### src/rtl/core/ffba_pkg.sv
package ffba_pkg;

    localparam int MAX_BLOCKS     = 64;
    localparam int IDX_W          = $clog2(MAX_BLOCKS);
    localparam int CNT_W          = IDX_W + 1;
    localparam int HEADER_BYTES   = 24;
    localparam int SENTINEL_BYTES = 8;
    localparam int ALIGN_BYTES    = 8;
    localparam int FIRST_OFFSET   = 40;
    localparam int SUM_W          = 18;
    localparam int POOL_LOG2_MIN  = 12;
    localparam int POOL_LOG2_MAX  = 16;
    localparam int POOL_LOG2_RST  = 16;

    localparam logic OP_ALLOC = 1'b0;
    localparam logic OP_FREE  = 1'b1;

    localparam logic [1:0] ST_OK        = 2'd0;
    localparam logic [1:0] ST_NO_SPACE  = 2'd1;
    localparam logic [1:0] ST_NOT_FOUND = 2'd2;
    localparam logic [1:0] ST_FULL      = 2'd3;

    typedef struct packed {
        logic [IDX_W-1:0] data_raddr;
        logic [IDX_W-1:0] link_raddr;
        logic             data_we;
        logic [IDX_W-1:0] data_waddr;
        logic [15:0]      wr_start;
        logic [15:0]      wr_bytes;
        logic             link_we;
        logic [IDX_W-1:0] link_waddr;
        logic [IDX_W-1:0] link_wdata;
    } tbl_req_t;

    typedef struct packed {
        logic [15:0]      start;
        logic [15:0]      bytes;
        logic [IDX_W-1:0] link;
    } tbl_rsp_t;

    function automatic logic [SUM_W-1:0] align_up(input logic [SUM_W-1:0] x);
        return (x + SUM_W'(ALIGN_BYTES - 1)) & ~SUM_W'(ALIGN_BYTES - 1);
    endfunction

    function automatic logic [SUM_W-1:0] end_of(input logic [15:0] start,
                                                 input logic [15:0] bytes);
        return align_up(SUM_W'(start) + SUM_W'(HEADER_BYTES) + SUM_W'(bytes));
    endfunction

endpackage

### src/rtl/core/ffba_table.sv
module ffba_table (
    input  logic              aclk,
    input  ffba_pkg::tbl_req_t req,
    output ffba_pkg::tbl_rsp_t rsp
);

    logic [15:0]                start_mem [ffba_pkg::MAX_BLOCKS];
    logic [15:0]                bytes_mem [ffba_pkg::MAX_BLOCKS];
    logic [ffba_pkg::IDX_W-1:0] link_mem  [ffba_pkg::MAX_BLOCKS];

    logic [15:0]                start_rd_reg;
    logic [15:0]                bytes_rd_reg;
    logic [ffba_pkg::IDX_W-1:0] link_rd_reg;
    logic                       rd_sentinel_reg;

    always_ff @(posedge aclk) begin
        if (req.data_we) begin
            start_mem[req.data_waddr] <= req.wr_start;
            bytes_mem[req.data_waddr] <= req.wr_bytes;
        end
        start_rd_reg    <= start_mem[req.data_raddr];
        bytes_rd_reg    <= bytes_mem[req.data_raddr];
        rd_sentinel_reg <= (req.data_raddr == '0);
    end

    always_ff @(posedge aclk) begin
        if (req.link_we) begin
            link_mem[req.link_waddr] <= req.link_wdata;
        end
        link_rd_reg <= link_mem[req.link_raddr];
    end

    // the sentinel entry's start and size are fixed and never written; only its link is written
    assign rsp.start = rd_sentinel_reg ? 16'(ffba_pkg::FIRST_OFFSET) : start_rd_reg;
    assign rsp.bytes = rd_sentinel_reg ? 16'(ffba_pkg::SENTINEL_BYTES) : bytes_rd_reg;
    assign rsp.link  = link_rd_reg;

endmodule

### src/rtl/core/ffba_ctrl.sv
module ffba_ctrl (
    input  logic               aclk,
    input  logic               aresetn,
    input  logic [4:0]         pool_size_log2,
    input  logic               s_valid,
    output logic               s_ready,
    input  logic               s_operation,
    input  logic [15:0]        s_request_bytes,
    input  logic [15:0]        s_free_offset,
    output logic               m_valid,
    input  logic               m_ready,
    output logic [15:0]        m_data_offset,
    output logic [1:0]         m_status,
    output ffba_pkg::tbl_req_t req,
    input  ffba_pkg::tbl_rsp_t rsp
);

    localparam int W  = ffba_pkg::SUM_W;
    localparam int IW = ffba_pkg::IDX_W;
    localparam int CW = ffba_pkg::CNT_W;

    localparam logic [2:0] S_IDLE   = 3'd0;
    localparam logic [2:0] S_BUMP   = 3'd1;
    localparam logic [2:0] S_BUMP2  = 3'd2;
    localparam logic [2:0] S_WALK0  = 3'd3;
    localparam logic [2:0] S_WALK   = 3'd4;
    localparam logic [2:0] S_W1     = 3'd5;
    localparam logic [2:0] S_W2     = 3'd6;
    localparam logic [2:0] S_RESULT = 3'd7;

    logic [2:0]  state_reg, state_next;
    logic [ffba_pkg::MAX_BLOCKS-1:0] valid_reg, valid_next;
    logic [CW-1:0] count_reg, count_next;
    logic [IW-1:0] last_reg, last_next;

    logic          op_reg, op_next;
    logic [15:0]   size_reg, size_next;
    logic [15:0]   offset_reg, offset_next;
    logic [IW-1:0] slot_reg, slot_next;
    logic [W-1:0]  cell_reg, cell_next;
    logic [W-1:0]  pos_reg, pos_next;
    logic [IW-1:0] prev_reg, prev_next;
    logic [IW-1:0] cur_reg, cur_next;
    logic [IW-1:0] steps_reg, steps_next;
    logic [IW-1:0] before_reg, before_next;
    logic [IW-1:0] after_reg, after_next;
    logic          bump_reg, bump_next;
    logic [15:0]   res_off_reg, res_off_next;
    logic [1:0]    res_st_reg, res_st_next;

    logic          m_valid_reg, m_valid_next;
    logic [15:0]   m_off_reg, m_off_next;
    logic [1:0]    m_st_reg, m_st_next;

    logic [IW-1:0] free_slot;
    logic [4:0]    lg;
    logic [W-1:0]  pool_end;
    logic [W-1:0]  new_end;
    logic [W-1:0]  cs;
    logic          fits;
    logic          hit;
    logic          walk_last;

    // lowest free entry above the sentinel
    always_comb begin
        free_slot = '0;
        for (int i = ffba_pkg::MAX_BLOCKS - 1; i >= 1; i--) begin
            if (!valid_reg[i]) free_slot = IW'(i);
        end
    end

    always_comb begin
        lg = pool_size_log2;
        if (lg < 5'(ffba_pkg::POOL_LOG2_MIN)) lg = 5'(ffba_pkg::POOL_LOG2_MIN);
        if (lg > 5'(ffba_pkg::POOL_LOG2_MAX)) lg = 5'(ffba_pkg::POOL_LOG2_MAX);
    end
    assign pool_end = W'(1) << lg;

    assign new_end   = ffba_pkg::align_up(pos_reg + W'(ffba_pkg::HEADER_BYTES) + W'(size_reg));
    assign cs        = W'(rsp.start);
    assign fits      = (cs >= pos_reg) && ((cs - pos_reg) >= cell_reg);
    assign hit       = ((W'(rsp.start) + W'(ffba_pkg::HEADER_BYTES)) == W'(offset_reg))
                       && (cur_reg != '0);
    assign walk_last = (cur_reg == last_reg) || (steps_reg == IW'(ffba_pkg::MAX_BLOCKS - 1));

    always_comb begin
        state_next   = state_reg;
        valid_next   = valid_reg;
        count_next   = count_reg;
        last_next    = last_reg;
        op_next      = op_reg;
        size_next    = size_reg;
        offset_next  = offset_reg;
        slot_next    = slot_reg;
        cell_next    = cell_reg;
        pos_next     = pos_reg;
        prev_next    = prev_reg;
        cur_next     = cur_reg;
        steps_next   = steps_reg;
        before_next  = before_reg;
        after_next   = after_reg;
        bump_next    = bump_reg;
        res_off_next = res_off_reg;
        res_st_next  = res_st_reg;
        m_valid_next = m_valid_reg && !m_ready;
        m_off_next   = m_off_reg;
        m_st_next    = m_st_reg;

        req            = '0;
        req.data_raddr = last_reg;
        req.wr_start   = pos_reg[15:0];
        req.wr_bytes   = size_reg;

        case (state_reg)
            S_IDLE: begin
                if (s_valid) begin
                    op_next      = s_operation;
                    size_next    = s_request_bytes;
                    offset_next  = s_free_offset;
                    slot_next    = free_slot;
                    cell_next    = ffba_pkg::align_up(W'(ffba_pkg::HEADER_BYTES)
                                                      + W'(s_request_bytes));
                    prev_next    = '0;
                    steps_next   = '0;
                    pos_next     = ffba_pkg::end_of(16'(ffba_pkg::FIRST_OFFSET),
                                                    16'(ffba_pkg::SENTINEL_BYTES));
                    res_off_next = '0;
                    if (s_operation == ffba_pkg::OP_ALLOC) begin
                        if (count_reg >= CW'(ffba_pkg::MAX_BLOCKS)) begin
                            res_st_next = ffba_pkg::ST_FULL;
                            state_next  = S_RESULT;
                        end else begin
                            state_next = S_BUMP;
                        end
                    end else if (last_reg == '0) begin
                        res_st_next = ffba_pkg::ST_NOT_FOUND;
                        state_next  = S_RESULT;
                    end else begin
                        req.link_raddr = '0;
                        state_next     = S_WALK0;
                    end
                end
            end
            S_BUMP: begin
                // end of the last block, read in the accept cycle
                pos_next   = ffba_pkg::end_of(rsp.start, rsp.bytes);
                state_next = S_BUMP2;
            end
            S_BUMP2: begin
                if (new_end < pool_end) begin
                    before_next = '0;
                    after_next  = last_reg;
                    bump_next   = 1'b1;
                    state_next  = S_W1;
                end else begin
                    bump_next = 1'b0;
                    pos_next  = ffba_pkg::end_of(16'(ffba_pkg::FIRST_OFFSET),
                                                 16'(ffba_pkg::SENTINEL_BYTES));
                    if (last_reg == '0) begin
                        res_st_next = ffba_pkg::ST_NO_SPACE;
                        state_next  = S_RESULT;
                    end else begin
                        req.link_raddr = '0;
                        state_next     = S_WALK0;
                    end
                end
            end
            S_WALK0: begin
                cur_next       = rsp.link;
                req.data_raddr = rsp.link;
                req.link_raddr = rsp.link;
                state_next     = S_WALK;
            end
            S_WALK: begin
                if (op_reg == ffba_pkg::OP_ALLOC && fits) begin
                    before_next = cur_reg;
                    after_next  = prev_reg;
                    state_next  = S_W1;
                end else if (op_reg == ffba_pkg::OP_FREE && hit) begin
                    req.link_we    = 1'b1;
                    req.link_waddr = prev_reg;
                    req.link_wdata = rsp.link;
                    if (cur_reg == last_reg) last_next = prev_reg;
                    valid_next[cur_reg] = 1'b0;
                    count_next  = count_reg - CW'(1);
                    res_st_next = ffba_pkg::ST_OK;
                    state_next  = S_RESULT;
                end else if (walk_last) begin
                    res_st_next = (op_reg == ffba_pkg::OP_ALLOC) ? ffba_pkg::ST_NO_SPACE
                                                                 : ffba_pkg::ST_NOT_FOUND;
                    state_next  = S_RESULT;
                end else begin
                    pos_next       = ffba_pkg::end_of(rsp.start, rsp.bytes);
                    prev_next      = cur_reg;
                    cur_next       = rsp.link;
                    steps_next     = steps_reg + IW'(1);
                    req.data_raddr = rsp.link;
                    req.link_raddr = rsp.link;
                end
            end
            S_W1: begin
                req.data_we    = 1'b1;
                req.data_waddr = slot_reg;
                req.link_we    = 1'b1;
                req.link_waddr = slot_reg;
                req.link_wdata = before_reg;
                state_next     = S_W2;
            end
            S_W2: begin
                req.link_we    = 1'b1;
                req.link_waddr = after_reg;
                req.link_wdata = slot_reg;
                valid_next[slot_reg] = 1'b1;
                count_next     = count_reg + CW'(1);
                if (bump_reg) last_next = slot_reg;
                res_off_next   = 16'(pos_reg + W'(ffba_pkg::HEADER_BYTES));
                res_st_next    = ffba_pkg::ST_OK;
                state_next     = S_RESULT;
            end
            S_RESULT: begin
                if (!m_valid_reg || m_ready) begin
                    m_valid_next = 1'b1;
                    m_off_next   = res_off_reg;
                    m_st_next    = res_st_reg;
                    state_next   = S_IDLE;
                end
            end
            default: state_next = S_IDLE;
        endcase
    end

    always_ff @(posedge aclk) begin
        if (!aresetn) begin
            state_reg   <= S_IDLE;
            valid_reg   <= ffba_pkg::MAX_BLOCKS'(1);
            count_reg   <= CW'(1);
            last_reg    <= '0;
            bump_reg    <= 1'b0;
            m_valid_reg <= 1'b0;
        end else begin
            state_reg   <= state_next;
            valid_reg   <= valid_next;
            count_reg   <= count_next;
            last_reg    <= last_next;
            bump_reg    <= bump_next;
            m_valid_reg <= m_valid_next;
        end
    end

    always_ff @(posedge aclk) begin
        op_reg      <= op_next;
        size_reg    <= size_next;
        offset_reg  <= offset_next;
        slot_reg    <= slot_next;
        cell_reg    <= cell_next;
        pos_reg     <= pos_next;
        prev_reg    <= prev_next;
        cur_reg     <= cur_next;
        steps_reg   <= steps_next;
        before_reg  <= before_next;
        after_reg   <= after_next;
        res_off_reg <= res_off_next;
        res_st_reg  <= res_st_next;
        m_off_reg   <= m_off_next;
        m_st_reg    <= m_st_next;
    end

    assign s_ready       = (state_reg == S_IDLE);
    assign m_valid       = m_valid_reg;
    assign m_data_offset = m_off_reg;
    assign m_status      = m_st_reg;

`ifndef SYNTHESIS
    a_count_matches_valid: assert property (@(posedge aclk) disable iff (!aresetn)
        $countones(valid_reg) == 32'(count_reg))
        else $error("block count differs from valid entries");
    a_sentinel_valid: assert property (@(posedge aclk) disable iff (!aresetn)
        valid_reg[0] && valid_reg[last_reg])
        else $error("sentinel or last block not valid");
    a_place_done: assert property (@(posedge aclk) disable iff (!aresetn)
        state_reg == S_W2 |=> state_reg == S_RESULT && $past(count_reg) + CW'(1) == count_reg)
        else $error("placement did not complete");
    a_no_write_idle: assert property (@(posedge aclk) disable iff (!aresetn)
        state_reg == S_IDLE |-> !req.data_we && !req.link_we)
        else $error("table written while idle");
`endif

endmodule

### src/rtl/core/first_fit_block_allocator_core.sv
// First-fit allocator over a power-of-two byte pool. Each request is an allocate (returns the
// new block's data offset) or a free (by data offset); one result comes back per request with
// a status. The block table sits in single-port-write memories with registered reads. An
// allocate that fits past the last block is placed there directly; otherwise the gap search
// walks the address-ordered list one block per cycle, as does a free. A new request is taken
// once the previous one has moved into the output register. The user must write
// pool_size_log2 through the cfg channel only while idle; the block itself does not enforce
// this. Values outside 12..16 are clamped.
module first_fit_block_allocator_core (
    input  logic        aclk,
    input  logic        aresetn,
    input  logic        cfg_valid,
    output logic        cfg_ready,
    input  logic [4:0]  cfg_data,
    input  logic        s_valid,
    output logic        s_ready,
    input  logic        s_operation,
    input  logic [15:0] s_request_bytes,
    input  logic [15:0] s_free_offset,
    output logic        m_valid,
    input  logic        m_ready,
    output logic [15:0] m_data_offset,
    output logic [1:0]  m_status
);

    logic [4:0]         pool_log2_reg;
    ffba_pkg::tbl_req_t req;
    ffba_pkg::tbl_rsp_t rsp;

    assign cfg_ready = 1'b1;

    always_ff @(posedge aclk) begin
        if (!aresetn) begin
            pool_log2_reg <= 5'(ffba_pkg::POOL_LOG2_RST);
        end else if (cfg_valid) begin
            pool_log2_reg <= cfg_data;
        end
    end

    ffba_table u_table (
        .aclk (aclk),
        .req  (req),
        .rsp  (rsp)
    );

    ffba_ctrl u_ctrl (
        .aclk            (aclk),
        .aresetn         (aresetn),
        .pool_size_log2  (pool_log2_reg),
        .s_valid         (s_valid),
        .s_ready         (s_ready),
        .s_operation     (s_operation),
        .s_request_bytes (s_request_bytes),
        .s_free_offset   (s_free_offset),
        .m_valid         (m_valid),
        .m_ready         (m_ready),
        .m_data_offset   (m_data_offset),
        .m_status        (m_status),
        .req             (req),
        .rsp             (rsp)
    );

endmodule
### config.mk
export PLATFORM = sky130hd
export DESIGN_NAME = first_fit_block_allocator_core
export DESIGN_NICKNAME = d
export VERILOG_FILES = /design/src/rtl/core/ffba_pkg.sv /design/src/rtl/core/ffba_table.sv /design/src/rtl/core/ffba_ctrl.sv /design/src/rtl/core/first_fit_block_allocator_core.sv
export SDC_FILE = /design/constraint.sdc
export NUM_CORES = 2
export LEC_CHECK = 0
export BUFFER_PORTS_ARGS = -buffer_cell sky130_fd_sc_hd__buf_2
export CAP_MARGIN = 15
export CORE_ASPECT_RATIO = 1.75
export CORE_MARGIN = 8
export CORE_UTILIZATION = 25
export DETAILED_ROUTE_END_ITERATION = 8
export GPL_TIMING_DRIVEN = 0
export PLACE_DENSITY = 0.36
export SETUP_SLACK_MARGIN = 0.4
export SLEW_MARGIN = 0
export SYNTH_ARGS = -nofsm -noshare
export SYNTH_HDL_FRONTEND = slang
export SYNTH_SLANG_ARGS = --single-unit
### constraint.sdc
create_clock -name aclk -period 20.7 [get_ports aclk]
set_input_delay 1.035 -clock aclk [delete_from_list [all_inputs] [get_ports aclk]]
set_output_delay 1.035 -clock aclk [all_outputs]
set_load 0.02 [all_outputs]
---- Word level (Yosys, flattened, before mapping) ----
Memory sizes are Yosys's and may differ from the RTL's. A register that Yosys moved wholly into a read port is not among the register bits.
Cells that the tools add are included.
storage, ports and cells
  register bits after elaboration ......... 226
  input bits .............................. 43
  memory bits (writable) .................. 2432
  logic and storage cells ................. 265
  memories kept ........................... 3
memory list
  name               depth  bits a word  rd ports  clocked after memory_dff  write ports  RTL line         source
  u_table.bytes_mem  64     16           1         1                         1            ffba_table.sv:8  logic [15:0] bytes_mem [ffba_pkg::MAX_BLOCKS];
  u_table.start_mem  64     16           1         1                         1            ffba_table.sv:7  logic [15:0] start_mem [ffba_pkg::MAX_BLOCKS];
  u_table.link_mem   64     6            1         1                         1            ffba_table.sv:9  logic [ffba_pkg::IDX_W-1:0] link_mem [ffba_pkg::MAX_BLOCKS];
cells by class
  shifts and indexed selects .............. 1
  bitwise gates (word level) .............. 4
  equal/unequal tests ..................... 26
  reduce and logical (&&, ||, !) cells .... 37
  muxes and demuxes ....................... 145
  magnitude comparators ................... 10
  $add $sub $neg .......................... 12
operators with widths
  operator                                                         count
  6-bit two-way mux                                                50
  64-bit two-way mux                                               2
  64-bit one-hot mux with 2 select lines                           1
  6-bit one-hot mux with 2 select lines                            8
  18-bit two-way mux                                               5
  5-bit two-way mux                                                18
  18-bit one-hot mux with 4 select lines                           1
  64-bit bitwise AND                                               1
  64-bit inverter                                                  1
  64-bit bitwise OR                                                1
  18-bit by 3-bit adder with 18-bit output, second input constant  3
  16-bit two-way mux                                               3
  3-bit two-way mux                                                13
  13-bit one-hot mux with 3 select lines                           1
  18-bit by 16-bit adder with 18-bit output                        2
  12-bit two-way mux                                               3
  4-bit two-way mux                                                8
  16-bit one-hot mux with 2 select lines                           1
  31-bit AND reduction                                             1
  13-bit two-way mux                                               2
  2-bit two-way mux                                                12
  3-bit one-hot mux with 8 select lines                            1
  7-bit two-way mux                                                3
  18-bit by 5-bit adder with 18-bit output, second input constant  1
  other kinds (47)                                                 93

---- Longest topological paths before layout ----
  word-level depth ........................ 62
  mapped depth ............................ 38

---- Hierarchy ----
A second synthesis with hierarchy kept.
second synthesis, totals
  cell total of the unflattened synthesis .. 5851
  area total of the unflattened synthesis .. 107825.9 µm²
by module, submodules not included
  module                          area an instance (µm²)  times used  cells each  seq. area each (µm²)
  ffba_table                      94790.9                 1           4475        73810.8
  ffba_ctrl                       12833.6                 1           1358        5465.2
  first_fit_block_allocator_core  201.4                   1           18          100.1

---- Least setup slack after synthesis ----
Ideal clock, no wire load.
  path type ............................... register -> register
  start point ............................. register u_table.rd_sentinel_reg
  end point ............................... register u_table.bytes_rd_reg[0] (read register of u_table.bytes_mem)
  stages on the path, launching flop included .. 37
  setup slack ............................. 13857 ps
  clock period less this slack ............ 6843 ps
  data arrival time ....................... 6726 ps
  cell sequence ........................... dfxtp_1 > buf_6 > buf_6 > buf_2 > clkbuf_1 > clkbuf_1 > nor2_1 > ha_1 > inv_1 > fa_1 > a21o_1 > a21oi_1 > nor2_1 > o31a_1 > o21a_1 > o21ai_0 > nand2b_1 > a21oi_1 > nor2b_1 > o21ai_0 > xor2_1 > ha_1 > nand2_1 > or4_1 > o21ai_0 > o2111ai_1 > nand2_1 > o22ai_2 > buf_4 > buf_2 > o21ai_0 > o21ai_1 > nor2_1 > clkbuf_1 > clkbuf_1 > a21oi_1 > nor4b_2
on the way
  word-level cells in the longest chain between the ends .. 8
  elaborated cells on any way between the ends .. 13
  those cells by class .................... 2 x add/sub; 2 x order compare; 1 x eq/ne; 4 x mux; 4 x reduce/logical
ends and longest elaborated chain
  element                                                                                 RTL line          source
  start: declaration                                                                      ffba_table.sv:14  logic rd_sentinel_reg;
  start signal: assignment                                                                ffba_table.sv:23  rd_sentinel_reg <= (req.data_raddr == '0);
  16-bit two-way mux *                                                                    ffba_table.sv:34  assign rsp.start = rd_sentinel_reg ? 16'(ffba_pkg::FIRST_OFFSET) : start_rd_reg;
  branches (longest 5 deep; another with 16-bit by 18-bit subtractor with 18-bit output)  n/a
  12-bit two-way mux *                                                                    ffba_ctrl.sv:175  if (op_reg == ffba_pkg::OP_ALLOC && fits) begin
  6-bit one-hot mux with 2 select lines *                                                 ffba_ctrl.sv:114  case (state_reg)
  end: declaration                                                                        ffba_table.sv:12  logic [15:0] bytes_rd_reg;
Mark *: on every way between the ends.
A chain may end at the register's enable or synchronous reset.

---- Worst setup path after layout ----
  start point ............................. register u_table.rd_sentinel_reg
  end point ............................... register u_table.start_rd_reg[6] (read register of u_table.start_mem)
on the way
  word-level cells in the longest chain between the ends .. 8
  elaborated cells on any way between the ends .. 13
  those cells by class .................... 2 x add/sub; 2 x order compare; 1 x eq/ne; 4 x mux; 4 x reduce/logical
ends and longest elaborated chain
  element                                                                                 RTL line          source
  16-bit two-way mux *                                                                    ffba_table.sv:34
  branches (longest 5 deep; another with 16-bit by 18-bit subtractor with 18-bit output)  n/a
  12-bit two-way mux *                                                                    ffba_ctrl.sv:175
  6-bit one-hot mux with 2 select lines *                                                 ffba_ctrl.sv:114
  end: declaration                                                                        ffba_table.sv:11  logic [15:0] start_rd_reg;
Marked as above.

==> results_dict.tcl <==
set metrics [dict create \
    dieArea_mm2 0.4369 \
    crit_path_start_kind "flip-flop" \
    grt_pass1_wl_um 617000 \
    max-vdd-ir-drop_mv 0.08030 \
    port_buffers 57 \
    register_area_mm2 0.07358 \
    multiInputGateArea_mm2 0.02892 \
    cts_made_buffers 241 \
    placed_area_mm2 0.1184 \
    drcViolationCount 0 \
    place.gp.congestion 0.9782 \
    insertion_delay_ps 1000 \
    async_reset_ff_share_pct 0 \
    maxSlewViolCount 0 \
    root_buffer "clkbuf_16" \
    cts.htree.levels 4 \
    ys_seq_area_share_pct 70.89 \
    overflow 0 \
    worst-path-buf-inv 8 \
    wl_um 466200 \
    ys_warn_count 0 \
    synth_area_per_cell_um2 13.69 \
    largest_reg_flops 1024 \
    die_w_um 503.1 \
    die_y_um 868.4 \
    timing.max_cap.violations 0 \
    clock_sinks 2491 \
    antenna_found_initial 29 \
    synth-seq-cells 2491 \
    post_cts_buffers 0 \
    fin_area_mm2 0.1263 \
    synth_enable_flop_cells 2369 \
    path_max_fanout 10 \
    required_ps 21420 \
    fin_ws_ps 9013 \
    grt_setup_unrepaired "no" \
    nFillCells 41680 \
    worstSetupPathType "flip-flop to flip-flop" \
    clockPowerShare_pct 25.5 \
    path_clk_slew_ps 70 \
    swShare_pct 40.53 \
    cp_top_family "compound AO/OA/AOI/OAI gates" \
    p_seq_share_pct 35.0 \
    cts_tree "done" \
    boundaryPins 64 \
    wire_per_inst_um 33.41 \
    period_minus_slack_ps 11690 \
    area_growth_pct 21.70 \
    start_util_pct 25.05 \
    final_nets 8325 \
    end_kind "flip-flop" \
    regMostFlops "u_table.bytes_mem" \
    switchingPower_w 0.007250 \
    synth_cells 7582 \
    dr_total_vias 67710 \
    p_per_area_mw_per_mm2 141.6 \
    grt_max_degree 63 \
    viasPerCell 4.852 \
    place_ws_ps 9035 \
    p_int_w 0.01064 \
    cellLeakagePower_nw 42.68 \
    postCtsHoldBufs 0 \
    p_comb_share_pct 39.5 \
    grt.total_usage_pct 20.64 \
    cts_resized 0 \
    setup_viol 0 \
    netlist_area_mm2 0.1038 \
    rows 313 \
    firstDrtPassIters 6 \
    finalCritPeriodShare_pct 56.46 \
    slowest_delay_ps 830 \
    skew_ps 87.98 \
    critPathSlowestCell "nor4b_2" \
    slew_headroom_pct 0.3657 \
    clock.fmax_mhz 85.57 \
    arrival_ps 12410 \
    dpl.hpwl_um 361400 \
    hold_violations 0 \
    final_core_util_pct 30.49 \
    drt_iter0_markers 5205 \
    yosysUniqueCellTypes 83 \
    grt_pass1_vias 68280 \
    top_regs "u_table.bytes_mem: 1024 flops, u_table.start_mem: 832 flops, u_table.link_mem: 384 flops" \
    synth_ff_type "edfxtp_1" \
    coreArea_mm2 0.4143 \
    tns_ps 0 \
    hp-class "input pin to flip-flop" \
    clk_path_buf_depth 4 \
    ant_nets 0 \
    layout-drive-gt1-share_pct 16.36 \
    worst_slew_pin_slew_ps 1495 \
    status "finished, final reports clean" \
]
[routing by layer]
metal  track usage [%]  up-vias  wire length [um]
met1             20.26    34970            153600
met2             39.06     1956            249100
met5                 0        -                 0
met3             2.378      746             17500
met4             16.00        0             45940
li1                  -    30040                 -
[layout by cell type (no fill, tap or decap), types with 60 or more instances in the layout]
cell       count
and3_1       218
nand3_1      419
mux2_2       270
clkbuf_16    244
a21boi_0      81
o21ai_0      197
nor2_1       208
a311oi_1      74
a211oi_1     124
inv_1         68
xnor2_1       60
nor3_1        84
nor2_4        66
buf_4         88
ha_1          79
a31oi_1       90
a221oi_1      78
nand2_1     1508
dfxtp_1      122
clkbuf_1     307
buf_12        70
mux2i_1      165
buf_2        155
buf_16       140
a21oi_1      149
edfxtp_1    2369
[cell type report]
| cell class | count | area share, % |
|---|---|---|
| Inverter | 69 | 0.2050 |
| Buffer | 467 | 1.762 |
| Antenna cell | 42 | 0.08320 |
| Clock buffer | 301 | 5.074 |
| Multi-Input combinational cell | 4568 | 22.90 |
| Tap cell | 5512 | 5.459 |
| Clock inverter | 142 | 1.091 |
| Timing Repair Buffer | 363 | 5.185 |
| Sequential cell | 2491 | 58.24 |
[power by group through the flow]
stage / sequential (W) / clock (W) / combinational (W)
floorplan: 0.00640 / 0 / 0.00308
global placement: 0.00701 / 0 / 0.00590
detailed placement: 0.00637 / 0 / 0.00714
CTS: 0.00626 / 0.00467 / 0.00716
global route: 0.00627 / 0.00481 / 0.00735
finish: 0.00626 / 0.00457 / 0.00706
[Yosys cell counts, types with 50 or more instances]
cell type,n,area (um^2)
edfxtp_1,2369,71140
nand2_1,1511,5672
nand3_1,424,2122
nor2_1,272,1021
mux2_2,270,3040
clkbuf_1,268,1006
and3_1,218,1364
o21ai_0,198,991.0
mux2i_1,166,1662
a21oi_1,150,750.7
a211oi_1,131,983.4
a221oi_1,125,1095
dfxtp_1,122,2442
buf_2,97,485.5
a31oi_1,90,563.0
nor3_1,88,440.4
a21boi_0,81,608.1
ha_1,79,988.5
a311oi_1,74,648.1
inv_1,69,259.0
xnor2_1,60,525.5
nand4_1,50,312.8
[worst paths after layout]
path / start / endpoint / slack, ps / depth (start not counted)
worst max-delay path: u_table.rd_sentinel_reg$_DFF_P_ / u_table.start_rd_reg[6]$_DFF_P_ / 9010 / 35
worst max register to register: u_table.rd_sentinel_reg$_DFF_P_ / u_table.start_rd_reg[6]$_DFF_P_ / 9010 / 35
worst min register to register: u_ctrl.res_off_reg[13]$_SDFFCE_PN0P_ / u_ctrl.m_data_offset[13]$_DFFE_PP_ / 420 / 0
worst min-delay path: s_request_bytes[6] / u_ctrl.size_reg[6]$_DFFE_PP_ / 250 / 1
[logic make-up after synthesis]
family / synth area share [%]
compound gates: 8.236
xor+xnor: 0.7678
fa+ha+maj: 0.9908
buf+inv: 2.382
flops: 70.89
mux: 4.689
other cells: 0.007235
simple gates: 12.04
[stage by stage]
stage,hold WS [ps],cells,total power (W)
after CTS,164.0,13910,0.01809
after floorplan,400.3,7595,0.009478
after global placement,402.3,13160,0.01291
final,252.3,13960,0.01789
after global routing,203.3,13940,0.01842
after detailed placement,405.6,13470,0.01351
No activity file was read; power rests on OpenSTA's default activity.
